===== src/hw/rtl/mipd_pkg.sv =====
// Shared types, constants and register codes of the incremental PID drive.
package mipd_pkg;

   localparam int DATA_W     = 16;
   localparam int MIDX_W     = 2;
   localparam int DIR_W      = 2;
   localparam int DUTY_W     = 15;
   localparam int MASK_W     = 4;
   localparam int CSR_IDX_W  = 3;
   localparam int CSR_DATA_W = 16;
   localparam int ESUM_W     = 11;
   localparam int ERR_W      = 17;
   localparam int MAG_W      = 33;

   localparam int MOTORS_DEF      = 4;
   localparam int ENCODER_MID_DEF = 32768;

   localparam logic [DATA_W-1:0] GAIN_P_RST    = 16'd150;
   localparam logic [DATA_W-1:0] GAIN_I_RST    = 16'd10;
   localparam logic [DATA_W-1:0] GAIN_D_RST    = 16'd5;
   localparam logic [DUTY_W-1:0] PWM_LIMIT_RST = 15'd1000;
   localparam logic [MASK_W-1:0] REV_MASK_RST  = 4'd10;

   // error sum is held within +/- SUM_LIMIT
   localparam int SUM_LIMIT = 1000;

   // |num| / 100 as (|num| * DIV_RECIP) >> QUOT_LSB, exact for |num| < 2^33
   localparam logic [33:0] DIV_RECIP = 34'd10995116278;
   localparam logic [16:0] RECIP_HI  = DIV_RECIP[33:17];
   localparam logic [16:0] RECIP_LO  = DIV_RECIP[16:0];
   localparam int          QUOT_LSB  = 40;

   typedef enum logic [CSR_IDX_W-1:0] {
      CSR_GAIN_P    = 3'd0,
      CSR_GAIN_I    = 3'd1,
      CSR_GAIN_D    = 3'd2,
      CSR_PWM_LIMIT = 3'd3,
      CSR_REV_MASK  = 3'd4
   } csr_idx_type;

   typedef enum logic [DIR_W-1:0] {
      DIR_STOP = 2'd0,
      DIR_FWD  = 2'd1,
      DIR_REV  = 2'd2
   } dir_type;

   // per-word side data carried down the pipe
   typedef struct packed {
      logic [MIDX_W-1:0] motor;
      logic              bad;
      logic              zero;
      logic [DATA_W-1:0] delta;
   } tag_type;

   // load enables of the divider's two register stages
   typedef struct packed {
      logic ld_pp;
      logic ld_q;
   } div_ctl_type;

endpackage


===== src/hw/rtl/mipd_req_if.sv =====
// Control tick channel: motor, raw encoder count and target speed.
interface mipd_req_if;
   import mipd_pkg::*;

   logic                     valid;
   logic                     ready;
   logic [MIDX_W-1:0]        motor_index;
   logic [DATA_W-1:0]        encoder_count;
   logic signed [DATA_W-1:0] set_speed;

   modport source (output valid, motor_index, encoder_count, set_speed, input ready);
   modport sink   (input valid, motor_index, encoder_count, set_speed, output ready);
endinterface


===== src/hw/rtl/mipd_rsp_if.sv =====
// Drive result channel: direction, duty and diagnostic values for one motor.
interface mipd_rsp_if;
   import mipd_pkg::*;

   logic                     valid;
   logic                     ready;
   logic [MIDX_W-1:0]        motor_out;
   logic [DIR_W-1:0]         direction;
   logic [DUTY_W-1:0]        duty;
   logic signed [DATA_W-1:0] drive_level;
   logic signed [DATA_W-1:0] measured_delta;

   modport source (output valid, motor_out, direction, duty, drive_level, measured_delta,
                   input ready);
   modport sink   (input valid, motor_out, direction, duty, drive_level, measured_delta,
                   output ready);
endinterface


===== src/hw/rtl/mipd_div100.sv =====
// Two-stage divide-by-100 of a 33-bit magnitude, low 16 quotient bits out.
module mipd_div100 (
   input  logic                          clock,
   input  mipd_pkg::div_ctl_type         ctl,
   input  logic [mipd_pkg::MAG_W-1:0]    mag,
   output logic [mipd_pkg::DATA_W-1:0]   quot
);
   import mipd_pkg::*;

   logic [15:0]       mag_hi;
   logic [16:0]       mag_lo;
   logic [32:0]       pp_hh_in, pp_hh_ff;
   logic [32:0]       pp_hl_in, pp_hl_ff;
   logic [33:0]       pp_lh_in, pp_lh_ff;
   logic [33:0]       pp_ll_in, pp_ll_ff;
   logic [34:0]       mid;
   logic [66:0]       full;
   logic [DATA_W-1:0] quot_in, quot_ff;

   assign mag_hi = mag[32:17];
   assign mag_lo = mag[16:0];

   // four 16x17 and 17x17 partial products of the reciprocal multiply
   assign pp_hh_in = mag_hi * RECIP_HI;
   assign pp_hl_in = mag_hi * RECIP_LO;
   assign pp_lh_in = mag_lo * RECIP_HI;
   assign pp_ll_in = mag_lo * RECIP_LO;

   always_ff @(posedge clock) begin
      if (ctl.ld_pp) begin
         pp_hh_ff <= pp_hh_in;
         pp_hl_ff <= pp_hl_in;
         pp_lh_ff <= pp_lh_in;
         pp_ll_ff <= pp_ll_in;
      end
   end

   assign mid     = 35'(pp_hl_ff) + 35'(pp_lh_ff);
   assign full    = {pp_hh_ff, 34'd0} + {15'd0, mid, 17'd0} + {33'd0, pp_ll_ff};
   assign quot_in = full[QUOT_LSB +: DATA_W];

   always_ff @(posedge clock) begin
      if (ctl.ld_q) begin
         quot_ff <= quot_in;
      end
   end

   assign quot = quot_ff;

endmodule


===== src/hw/rtl/motor_incremental_pid_drive.sv =====
// Top level: incremental PID drive pipeline for up to four motors.
//
// Usage:
//   req_ch carries one control tick per word: motor index, raw encoder count
//   and target speed. rsp_ch returns one drive word per tick, in order: motor,
//   direction (stop / forward / reverse), duty clamped to pwm_limit, the signed
//   drive accumulator and the measured encoder delta.
//   csr_* writes one register per cycle with csr_we high; index 0..2 are the
//   P, I and D gains (x100), 3 the PWM limit, 4 the reverse mask. A gain write
//   clears every motor's error sum and last error. Write only while idle.
// Timing:
//   One word is accepted every cycle unless an rsp_ch stall has backed up
//   the pipe; the seven-stage pipe is set by the three gain multiplies and
//   the split reciprocal multiply of the /100 in stages five and six.
//   Error state is updated in stage one and the drive accumulator in the last
//   stage, so ticks for the same motor may follow each other back to back.
// Reset and stalls:
//   Reset loads the default gains and clears all per-motor state and the pipe.
//   When rsp_ch stalls the pipe fills its bubbles first and then holds
//   req_ch.ready low; no word is lost or repeated.
module motor_incremental_pid_drive #(
   parameter int MOTORS      = mipd_pkg::MOTORS_DEF,
   parameter int ENCODER_MID = mipd_pkg::ENCODER_MID_DEF
) (
   input  logic                              clock,
   input  logic                              reset,
   mipd_req_if.sink                          req_ch,
   mipd_rsp_if.source                        rsp_ch,
   input  logic                              csr_we,
   input  logic [mipd_pkg::CSR_IDX_W-1:0]    csr_index,
   input  logic [mipd_pkg::CSR_DATA_W-1:0]   csr_wdata
);
   import mipd_pkg::*;

   localparam int                STAGES    = 7;
   localparam logic [MIDX_W:0]   MOTORS_W  = (MIDX_W + 1)'(MOTORS);
   localparam logic [DATA_W-1:0] MID_W     = DATA_W'(ENCODER_MID);

   // configuration
   logic signed [DATA_W-1:0] gain_p_ff, gain_i_ff, gain_d_ff;
   logic [DUTY_W-1:0]        pwm_limit_ff;
   logic [MASK_W-1:0]        rev_mask_ff;
   logic                     gain_wr;

   // pipe control
   logic [STAGES:1] vld_ff;
   logic [STAGES:1] rdy;

   // per-motor state
   logic [ESUM_W-1:0] esum_ff [MOTORS];
   logic [ERR_W-1:0]  lerr_ff [MOTORS];
   logic [DATA_W-1:0] accum_ff [MOTORS];

   // stage 1
   logic [MIDX_W-1:0]        s1_motor_ff;
   logic [DATA_W-1:0]        s1_count_ff;
   logic [DATA_W-1:0]        s1_target_ff;
   logic [ESUM_W-1:0]        esum_sel;
   logic [ERR_W-1:0]         lerr_sel;
   logic                     bad1, zero1, rev1, st_upd;
   logic [DATA_W-1:0]        delta_raw, delta1;
   logic [ERR_W-1:0]         err1;
   logic [ERR_W:0]           sum_raw;
   logic signed [ERR_W:0]    sum_s;
   logic [ESUM_W-1:0]        esum1;
   logic [ERR_W:0]           diff1;
   tag_type                  tag1;

   // stage 2..6
   tag_type                  tag_ff [STAGES-1:2];
   logic signed [ERR_W-1:0]  s2_err_ff;
   logic signed [ESUM_W-1:0] s2_esum_ff;
   logic signed [ERR_W:0]    s2_diff_ff;
   logic signed [32:0]       prod_p_in, prod_p_ff;
   logic signed [26:0]       prod_i_in, prod_i_ff;
   logic signed [33:0]       prod_d_in, prod_d_ff;
   logic signed [34:0]       num, num_neg;
   logic [MAG_W-1:0]         s4_mag_ff;
   logic [STAGES-1:4]        neg_ff;
   div_ctl_type              div_ctl;
   logic [DATA_W-1:0]        quot;

   // stage 6 -> output
   logic [DATA_W-1:0]        accum_sel, inc, accum_new;
   logic [DATA_W-1:0]        mag_neg;
   logic                     acc_upd;
   dir_type                  dir_in;
   logic [DUTY_W-1:0]        duty_in;

   // ---------------- configuration ----------------
   assign gain_wr = csr_we && (csr_index == CSR_GAIN_P || csr_index == CSR_GAIN_I ||
                               csr_index == CSR_GAIN_D);

   always_ff @(posedge clock) begin
      if (reset) begin
         gain_p_ff    <= GAIN_P_RST;
         gain_i_ff    <= GAIN_I_RST;
         gain_d_ff    <= GAIN_D_RST;
         pwm_limit_ff <= PWM_LIMIT_RST;
         rev_mask_ff  <= REV_MASK_RST;
      end else if (csr_we) begin
         case (csr_idx_type'(csr_index))
            CSR_GAIN_P:    gain_p_ff    <= csr_wdata;
            CSR_GAIN_I:    gain_i_ff    <= csr_wdata;
            CSR_GAIN_D:    gain_d_ff    <= csr_wdata;
            CSR_PWM_LIMIT: pwm_limit_ff <= csr_wdata[DUTY_W-1:0];
            CSR_REV_MASK:  rev_mask_ff  <= csr_wdata[MASK_W-1:0];
            default: ;
         endcase
      end
   end

   // ---------------- pipe control ----------------
   // a stage loads when it is empty or its word moves on
   always_comb begin
      rdy[STAGES] = !vld_ff[STAGES] || rsp_ch.ready;
      for (int k = STAGES - 1; k >= 1; k--) begin
         rdy[k] = !vld_ff[k] || rdy[k+1];
      end
   end

   assign req_ch.ready = rdy[1];

   always_ff @(posedge clock) begin
      if (reset) begin
         vld_ff <= '0;
      end else begin
         if (rdy[1]) vld_ff[1] <= req_ch.valid;
         for (int k = 2; k <= STAGES; k++) begin
            if (rdy[k]) vld_ff[k] <= vld_ff[k-1];
         end
      end
   end

   // ---------------- stage 1: delta, error, error sum ----------------
   always_ff @(posedge clock) begin
      if (rdy[1]) begin
         s1_motor_ff  <= req_ch.motor_index;
         s1_count_ff  <= req_ch.encoder_count;
         s1_target_ff <= req_ch.set_speed;
      end
   end

   always_comb begin
      esum_sel = '0;
      lerr_sel = '0;
      for (int i = 0; i < MOTORS; i++) begin
         if (s1_motor_ff == MIDX_W'(i)) begin
            esum_sel = esum_ff[i];
            lerr_sel = lerr_ff[i];
         end
      end
   end

   always_comb begin
      bad1      = ({1'b0, s1_motor_ff} >= MOTORS_W);
      zero1     = (s1_target_ff == '0);
      rev1      = rev_mask_ff[s1_motor_ff];
      delta_raw = s1_count_ff - MID_W;
      delta1    = rev1 ? DATA_W'(16'd0 - delta_raw) : delta_raw;
      err1      = {s1_target_ff[DATA_W-1], s1_target_ff} - {delta1[DATA_W-1], delta1};
      sum_raw   = {{(ERR_W + 1 - ESUM_W){esum_sel[ESUM_W-1]}}, esum_sel}
                + {err1[ERR_W-1], err1};
      sum_s     = $signed(sum_raw);
      if (sum_s > (ERR_W + 1)'(SUM_LIMIT)) begin
         esum1 = ESUM_W'(SUM_LIMIT);
      end else if (sum_s < -(ERR_W + 1)'(SUM_LIMIT)) begin
         esum1 = ESUM_W'(-SUM_LIMIT);
      end else begin
         esum1 = sum_raw[ESUM_W-1:0];
      end
      diff1      = {err1[ERR_W-1], err1} - {lerr_sel[ERR_W-1], lerr_sel};
      tag1.motor = s1_motor_ff;
      tag1.bad   = bad1;
      tag1.zero  = zero1;
      tag1.delta = delta1;
   end

   assign st_upd = rdy[2] && vld_ff[1] && !bad1;

   always_ff @(posedge clock) begin
      for (int i = 0; i < MOTORS; i++) begin
         if (reset || gain_wr) begin
            esum_ff[i] <= '0;
            lerr_ff[i] <= '0;
         end else if (st_upd && s1_motor_ff == MIDX_W'(i)) begin
            esum_ff[i] <= zero1 ? '0 : esum1;
            lerr_ff[i] <= zero1 ? '0 : err1;
         end
      end
   end

   // ---------------- stage 2: gain products ----------------
   always_ff @(posedge clock) begin
      if (rdy[2]) begin
         tag_ff[2]  <= tag1;
         s2_err_ff  <= err1;
         s2_esum_ff <= esum1;
         s2_diff_ff <= diff1;
      end
   end

   assign prod_p_in = gain_p_ff * s2_err_ff;
   assign prod_i_in = gain_i_ff * s2_esum_ff;
   assign prod_d_in = gain_d_ff * s2_diff_ff;

   // ---------------- stage 3: sum and magnitude ----------------
   always_ff @(posedge clock) begin
      if (rdy[3]) begin
         tag_ff[3] <= tag_ff[2];
         prod_p_ff <= prod_p_in;
         prod_i_ff <= prod_i_in;
         prod_d_ff <= prod_d_in;
      end
   end

   assign num     = 35'(prod_p_ff) + 35'(prod_i_ff) + 35'(prod_d_ff);
   assign num_neg = -num;

   // ---------------- stages 4..6: divide by 100 toward zero ----------------
   always_ff @(posedge clock) begin
      if (rdy[4]) begin
         tag_ff[4] <= tag_ff[3];
         neg_ff[4] <= num[34];
         s4_mag_ff <= num[34] ? num_neg[MAG_W-1:0] : num[MAG_W-1:0];
      end
      if (rdy[5]) begin
         tag_ff[5] <= tag_ff[4];
         neg_ff[5] <= neg_ff[4];
      end
      if (rdy[6]) begin
         tag_ff[6] <= tag_ff[5];
         neg_ff[6] <= neg_ff[5];
      end
   end

   assign div_ctl.ld_pp = rdy[5];
   assign div_ctl.ld_q  = rdy[6];

   mipd_div100 u_div (
      .clock (clock),
      .ctl   (div_ctl),
      .mag   (s4_mag_ff),
      .quot  (quot)
   );

   // ---------------- stage 6: accumulate, clamp, output ----------------
   always_comb begin
      accum_sel = '0;
      for (int i = 0; i < MOTORS; i++) begin
         if (tag_ff[6].motor == MIDX_W'(i)) begin
            accum_sel = accum_ff[i];
         end
      end
   end

   always_comb begin
      inc       = neg_ff[6] ? DATA_W'(16'd0 - quot) : quot;
      accum_new = tag_ff[6].zero ? '0 : DATA_W'(accum_sel + inc);
      mag_neg   = DATA_W'(16'd0 - accum_new);
      dir_in    = DIR_STOP;
      duty_in   = '0;
      if (tag_ff[6].bad || accum_new == '0) begin
         dir_in  = DIR_STOP;
         duty_in = '0;
      end else if (!accum_new[DATA_W-1]) begin
         dir_in  = DIR_FWD;
         duty_in = (accum_new[DUTY_W-1:0] > pwm_limit_ff) ? pwm_limit_ff
                                                          : accum_new[DUTY_W-1:0];
      end else begin
         // the most negative drive has magnitude 2^15, still clamped
         dir_in  = DIR_REV;
         duty_in = ({1'b0, pwm_limit_ff} < mag_neg) ? pwm_limit_ff : mag_neg[DUTY_W-1:0];
      end
   end

   assign acc_upd = rdy[STAGES] && vld_ff[STAGES-1] && !tag_ff[6].bad;

   always_ff @(posedge clock) begin
      for (int i = 0; i < MOTORS; i++) begin
         if (reset) begin
            accum_ff[i] <= '0;
         end else if (acc_upd && tag_ff[6].motor == MIDX_W'(i)) begin
            accum_ff[i] <= accum_new;
         end
      end
   end

   always_ff @(posedge clock) begin
      if (rdy[STAGES]) begin
         rsp_ch.motor_out      <= tag_ff[6].motor;
         rsp_ch.direction      <= dir_in;
         rsp_ch.duty           <= duty_in;
         rsp_ch.drive_level    <= tag_ff[6].bad ? '0 : accum_new;
         rsp_ch.measured_delta <= tag_ff[6].bad ? '0 : tag_ff[6].delta;
      end
   end

   assign rsp_ch.valid = vld_ff[STAGES];

`ifndef SYNTHESIS
   a_stop_no_duty: assert property (@(posedge clock) disable iff (reset)
      rsp_ch.valid && rsp_ch.direction == DIR_STOP |-> rsp_ch.duty == '0)
      else $error("stopped motor with nonzero duty");

   a_duty_limit: assert property (@(posedge clock) disable iff (reset)
      rsp_ch.valid |-> rsp_ch.duty <= pwm_limit_ff)
      else $error("duty above pwm limit");

   a_esum_range: assert property (@(posedge clock) disable iff (reset)
      $signed(esum_sel) <= ESUM_W'(SUM_LIMIT) && $signed(esum_sel) >= ESUM_W'(-SUM_LIMIT))
      else $error("error sum out of range");

   a_gain_clear: assert property (@(posedge clock) disable iff (reset)
      gain_wr |=> esum_sel == '0 && lerr_sel == '0)
      else $error("gain write did not clear loop state");

   a_bad_motor_zero: assert property (@(posedge clock) disable iff (reset)
      rsp_ch.valid && {1'b0, rsp_ch.motor_out} >= MOTORS_W
      |-> rsp_ch.drive_level == '0 && rsp_ch.direction == DIR_STOP)
      else $error("result for unknown motor not zero");
`endif

endmodule


===== src/flat_wrapper.sv =====
// flat-port wrapper written by rule: the top's interface ports become plain ports
module motor_incremental_pid_drive_flat import mipd_pkg::*;
#(
   parameter int MOTORS      = mipd_pkg::MOTORS_DEF,
   parameter int ENCODER_MID = mipd_pkg::ENCODER_MID_DEF
)
  (clock, reset, csr_we, csr_index, csr_wdata, req_ch_valid, req_ch_motor_index, req_ch_encoder_count, req_ch_set_speed, req_ch_ready, rsp_ch_valid, rsp_ch_motor_out, rsp_ch_direction, rsp_ch_duty, rsp_ch_drive_level, rsp_ch_measured_delta, rsp_ch_ready);
  mipd_req_if req_ch_i ();
  mipd_rsp_if rsp_ch_i ();
  input  logic clock;
  input  logic reset;
  input  logic csr_we;
  input  logic [mipd_pkg::CSR_IDX_W-1:0] csr_index;
  input  logic [mipd_pkg::CSR_DATA_W-1:0] csr_wdata;
  input wire logic [$bits(req_ch_i.valid)-1:0] req_ch_valid;
  input wire logic [$bits(req_ch_i.motor_index)-1:0] req_ch_motor_index;
  input wire logic [$bits(req_ch_i.encoder_count)-1:0] req_ch_encoder_count;
  input wire logic [$bits(req_ch_i.set_speed)-1:0] req_ch_set_speed;
  output wire logic [$bits(req_ch_i.ready)-1:0] req_ch_ready;
  output wire logic [$bits(rsp_ch_i.valid)-1:0] rsp_ch_valid;
  output wire logic [$bits(rsp_ch_i.motor_out)-1:0] rsp_ch_motor_out;
  output wire logic [$bits(rsp_ch_i.direction)-1:0] rsp_ch_direction;
  output wire logic [$bits(rsp_ch_i.duty)-1:0] rsp_ch_duty;
  output wire logic [$bits(rsp_ch_i.drive_level)-1:0] rsp_ch_drive_level;
  output wire logic [$bits(rsp_ch_i.measured_delta)-1:0] rsp_ch_measured_delta;
  input wire logic [$bits(rsp_ch_i.ready)-1:0] rsp_ch_ready;
  assign req_ch_i.valid = req_ch_valid;
  assign req_ch_i.motor_index = req_ch_motor_index;
  assign req_ch_i.encoder_count = req_ch_encoder_count;
  assign req_ch_i.set_speed = req_ch_set_speed;
  assign req_ch_ready = req_ch_i.ready;
  assign rsp_ch_valid = rsp_ch_i.valid;
  assign rsp_ch_motor_out = rsp_ch_i.motor_out;
  assign rsp_ch_direction = rsp_ch_i.direction;
  assign rsp_ch_duty = rsp_ch_i.duty;
  assign rsp_ch_drive_level = rsp_ch_i.drive_level;
  assign rsp_ch_measured_delta = rsp_ch_i.measured_delta;
  assign rsp_ch_i.ready = rsp_ch_ready;
  motor_incremental_pid_drive #(.MOTORS(MOTORS), .ENCODER_MID(ENCODER_MID)) u_core (.clock(clock), .reset(reset), .req_ch(req_ch_i), .rsp_ch(rsp_ch_i), .csr_we(csr_we), .csr_index(csr_index), .csr_wdata(csr_wdata));
endmodule

===== config.mk =====
export PLATFORM = sky130hd
export DESIGN_NAME = motor_incremental_pid_drive_flat
export DESIGN_NICKNAME = d
export VERILOG_FILES = /design/src/hw/rtl/mipd_pkg.sv /design/src/hw/rtl/mipd_req_if.sv /design/src/hw/rtl/mipd_rsp_if.sv /design/src/hw/rtl/mipd_div100.sv /design/src/hw/rtl/motor_incremental_pid_drive.sv /design/src/flat_wrapper.sv
export SDC_FILE = /design/constraint.sdc
export NUM_CORES = 2
export LEC_CHECK = 0
export BUFFER_PORTS_ARGS = -buffer_cell sky130_fd_sc_hd__buf_4
export CAP_MARGIN = 20
export CORE_MARGIN = 2
export CORE_UTILIZATION = 40
export CTS_CLUSTER_DIAMETER = 40
export DETAILED_ROUTE_END_ITERATION = 16
export PLACE_DENSITY = 0.57
export SLEW_MARGIN = 25
export SYNTH_ARGS = -nofsm -noshare
export SYNTH_HDL_FRONTEND = slang
export SYNTH_SLANG_ARGS = --single-unit

===== constraint.sdc =====
create_clock -name clock -period 20.1 [get_ports clock]
set_input_delay 1.005 -clock clock [delete_from_list [all_inputs] [get_ports clock]]
set_output_delay 1.005 -clock clock [all_outputs]
set_load 0.01 [all_outputs]

==> metrics.csv <==
stage;metric;value;unit
placed_design;place_congestion;0.892;
finish;fraction_of_final_layout_cells_sized_beyond_drive_strength_1;0.0702;
routing;firstDrtPassIters;6;
routing;drt-initial-drc-count;3234;
timing;slew_at_the_pin_with_the_worst_max_slew_slack;1.10;ns
clock_tree;cts.repair.resized;0;
critical_path;timing.critical_path.to_type;register;
timing;final-hold-violation-count;0;
timing;grt_setup_unrepaired;no;
routing;drt_wl_total;191000;µm
logic_synthesis;postSynthAreaPerCell;10.5;µm²
clock_tree;hold_buffers;0;
run_status;outcome;completed;
timing;final.period_utilization;0.395;
job;timing.max_cap.violations;0;
global_routing;grt.total_usage;0.204;
clock_tree;worst_setup_hold_path_clk_slew;0.05;ns
placed_design;dp_hpwl;152000;µm
routing;routed-via-count;50256;
critical_path;critical_path.cell_chain;mux4_2 -> a21oi_1 -> inv_1 -> fa_1 -> nor2b_1 -> a2111oi_0 -> nor4_1 -> xor2_1 -> ha_1 -> a21oi_1 -> o21ai_0 -> o31ai_1 -> nor2b_1 -> o21a_1 -> o21ai_0 -> nand4_1 -> nand2b_1 -> o32a_1 -> o21a_1 -> a31oi_1 -> nand4_1 -> nor4_1 -> nor2_2 -> nor4b_1;
critical_path;startpoint_class_of_the_critical_path;register;
timing;final-max-slew-violation-count;0;
logic_synthesis;yosys-top-cells-area;fa_1 28%, edfxtp_1 25%, ha_1 12%;
finish;instances_no_fill;9931;
logic_synthesis;postSynthRegisterBits;716;
timing;timing.slew.headroom;0.266;
die;floorplan.core_area;190000;µm²
timing;finalSetupViolCount;0;
global_routing;grt_max_degree;74;
clock_tree;numClockSinks;716;
clock_tree;clk_path_buf_depth;3;
logic_synthesis;netlist_area;76100;µm²
die;die_x;440;µm
critical_path;worst_path_max_delay_cell;mux4_2;
logic_synthesis;ys_top_cells_by_count;1,481 x inv_1, 1,070 x fa_1, 743 x ha_1;
logic_synthesis;synth_seq_area_share;0.273;
routing;vias_per_cell;5.06;
clock_tree;worst_skew_pair.late_latency;0.79;ns
logic_synthesis;mappedNetlistNets;9092;
critical_path;crit_fanout;26;
routing;detail-route-antenna-nets;0;
global_routing;grt_first_pass_wirelength;305000;µm
placed_design;post_dp_cell_area;79800;µm²
timing;hold_slack_final;0.401;ns
critical_path;required;20.69;ns
clock_tree;clock_tree.htree_level_count;4;
die;die_area;194000;µm²
global_routing;grt_remaining_overflow;0;
min_path;min-delay-path-class;input port to register;
critical_path;worstSetupPathType;register to register;
finish;fin_area;84400;µm²
finish;signed_area_change_from_the_synthesized_netlist_to_the_final_layout;10.8;%
logic_synthesis;count_of_yosys_warnings_during_synthesis;0;
timing;fin_tns_setup;0;ns
global_routing;vias_in_the_first_global_route;53784;
critical_path;critical-path-max-stage-delay;0.80;ns
die;initial_utilization;0.402;
logic_synthesis;synthesis.instances;7221;
routing;detail_route.drc_violations;0;
clock_tree;cts_tree;done;
clock_tree;cts_buffers;132;
logic_synthesis;synth_largest_area_cell;fa_1;
logic_synthesis;synth_top_area_frac;0.281;
finish;final_net_count;9182;
critical_path;arrival;8.53;ns
placed_design;dp_cells;9686;
timing;upper_clock_frequency_limit;0.126;GHz
critical_path;critical_path_buf_inv_count;1;
logic_synthesis;yosysUniqueCellTypes;102;
logic_synthesis;synth_most_common_cell;inv_1;
die;dieHeight;440;µm
die;io_pins;111;
clock_tree;postCtsSetupBuffers;0;
routing;routed_wire_length_per_instance;19.2;µm
timing;final.min_clock_period;7.93;ns
clock_tree;cts.root.buffer_cell;clkbuf_16;
finish;fillCellCount;17717;
timing;worst_clock_skew_on_the_final_layout;0.0600;ns
critical_path;path_delay_family;compound AO/OA/AOI/OAI gates;
die;rows;160;
logic_synthesis;synth_enable_flop_cells;642;
placed_design;port_buffers;110;
logic_synthesis;synth-main-ff-cell;edfxtp_1;
global_routing;antenna_found_initial;1;
logic_synthesis;postSynth.asyncResetShare;0;
## kinds of logic (layout without fill, tap and decap cells)
logic type / count (synthesis) / count (layout) / share of synthesized area
AOI/OAI and AO/OA: 791 / 791 / 0.0683
xor gates and xnor gates: 378 / 378 / 0.0439
adders and majority gates: 1823 / 1823 / 0.405
buffers and inverters: 1690 / 1888 / 0.0836
DFF: 716 / 716 / 0.273
muxes: 59 / 59 / 0.0151
other: 0 / 1 / 0
and+or+nand+nor: 1764 / 1764 / 0.112
## flip-flops by register name, summed over array words and instances (netlist names), 17 cells and up
| name | cells |
|---|---|
| u_core.tag_ff | 95 |
| u_core.lerr_ff | 68 |
| u_core.accum_ff | 64 |
| u_core.esum_ff | 44 |
| u_core.prod_d_ff | 34 |
| u_core.prod_p_ff | 33 |
| u_core.s4_mag_ff | 33 |
| u_core.u_div.pp_lh_ff | 31 |
| u_core.u_div.pp_hl_ff | 29 |
| u_core.prod_i_ff | 27 |
| u_core.u_div.pp_hh_ff | 19 |
| u_core.s2_diff_ff | 18 |
| u_core.s2_err_ff | 17 |
## worst reg2reg max path: stages (launching register included)
cell       delay (ns)
edfxtp_1         0.53
mux4_2           0.80
a21oi_1          0.30
inv_1            0.10
fa_1             0.43
nor2b_1          0.19
a2111oi_0        0.68
nor4_1           0.15
xor2_1           0.41
ha_1             0.35
a21oi_1          0.16
o21ai_0          0.17
o31ai_1          0.45
nor2b_1          0.11
o21a_1           0.19
o21ai_0          0.22
nand4_1          0.37
nand2b_1         0.27
o32a_1           0.30
o21a_1           0.17
a31oi_1          0.16
nand4_1          0.16
nor4_1           0.44
nor2_2           0.28
nor4b_1          0.35
## layout make-up
| cell class | instances | area [µm²] | share of cell area |
|---|---|---|---|
| Inverter | 1487 | 5580 | 0.0662 |
| Clock buffer | 144 | 3440 | 0.0408 |
| Timing Repair Buffer | 159 | 1200 | 0.0142 |
| Sequential cell | 716 | 20800 | 0.246 |
| Multi-Input combinational cell | 4815 | 49100 | 0.582 |
| Antenna cell | 1 | 2.50 | 0.0000297 |
| Clock inverter | 98 | 1110 | 0.0131 |
| Tap cell | 2511 | 3140 | 0.0372 |
## path summary, 6_finish.rpt
| path | cells past startpoint | from | end | slack, ns |
|---|---|---|---|---|
| max | 24 | u_core.s1_motor_ff[0]$_DFFE_PP_ | u_core.esum_ff[3][0]$_SDFFCE_PN0P_ | 12.17 |
| min | 1 | req_ch_encoder_count[7] | u_core.s1_count_ff[7]$_DFFE_PP_ | 0.40 |
| max reg2reg | 24 | u_core.s1_motor_ff[0]$_DFFE_PP_ | u_core.esum_ff[3][0]$_SDFFCE_PN0P_ | 12.17 |
| min reg2reg | 0 | u_core.tag_ff[0][81]$_DFFE_PP_ | u_core.tag_ff[0][101]$_DFFE_PP_ | 0.40 |
## placed cells by master (no fill, tap or decap), drive strengths merged, types with 128 or more instances in the layout
cell	n
inv	1510
fa	1070
ha	743
nand2	653
edfxtp	642
nor2	353
and2	319
xnor2	302
a21oi	272
buf	158
clkbuf	145
o21ai	128
## routing by layer
layer	part of all wire	GRT usage	wire [µm]	vias up
li1	-	-	-	23422
met1	0.43	0.267	83100	25499
met2	0.49	0.349	93900	1063
met3	0.044	0.0285	8490	272
met4	0.029	0.0634	5630	0
met5	0	0	0	-
## stage by stage
step	setup WS, ns	utilization
6_report	12.17	0.445
5_1_grt	11.56	0.445
4_1_cts	12.14	0.445
3_5_place_dp	12.18	0.421
3_3_place_gp	12.28	0.421
2_1_floorplan	13.00	-
Power is left out: the tool's default activity adds up to more than one toggle a clock period on the data nets, which glitch-free logic cannot reach.
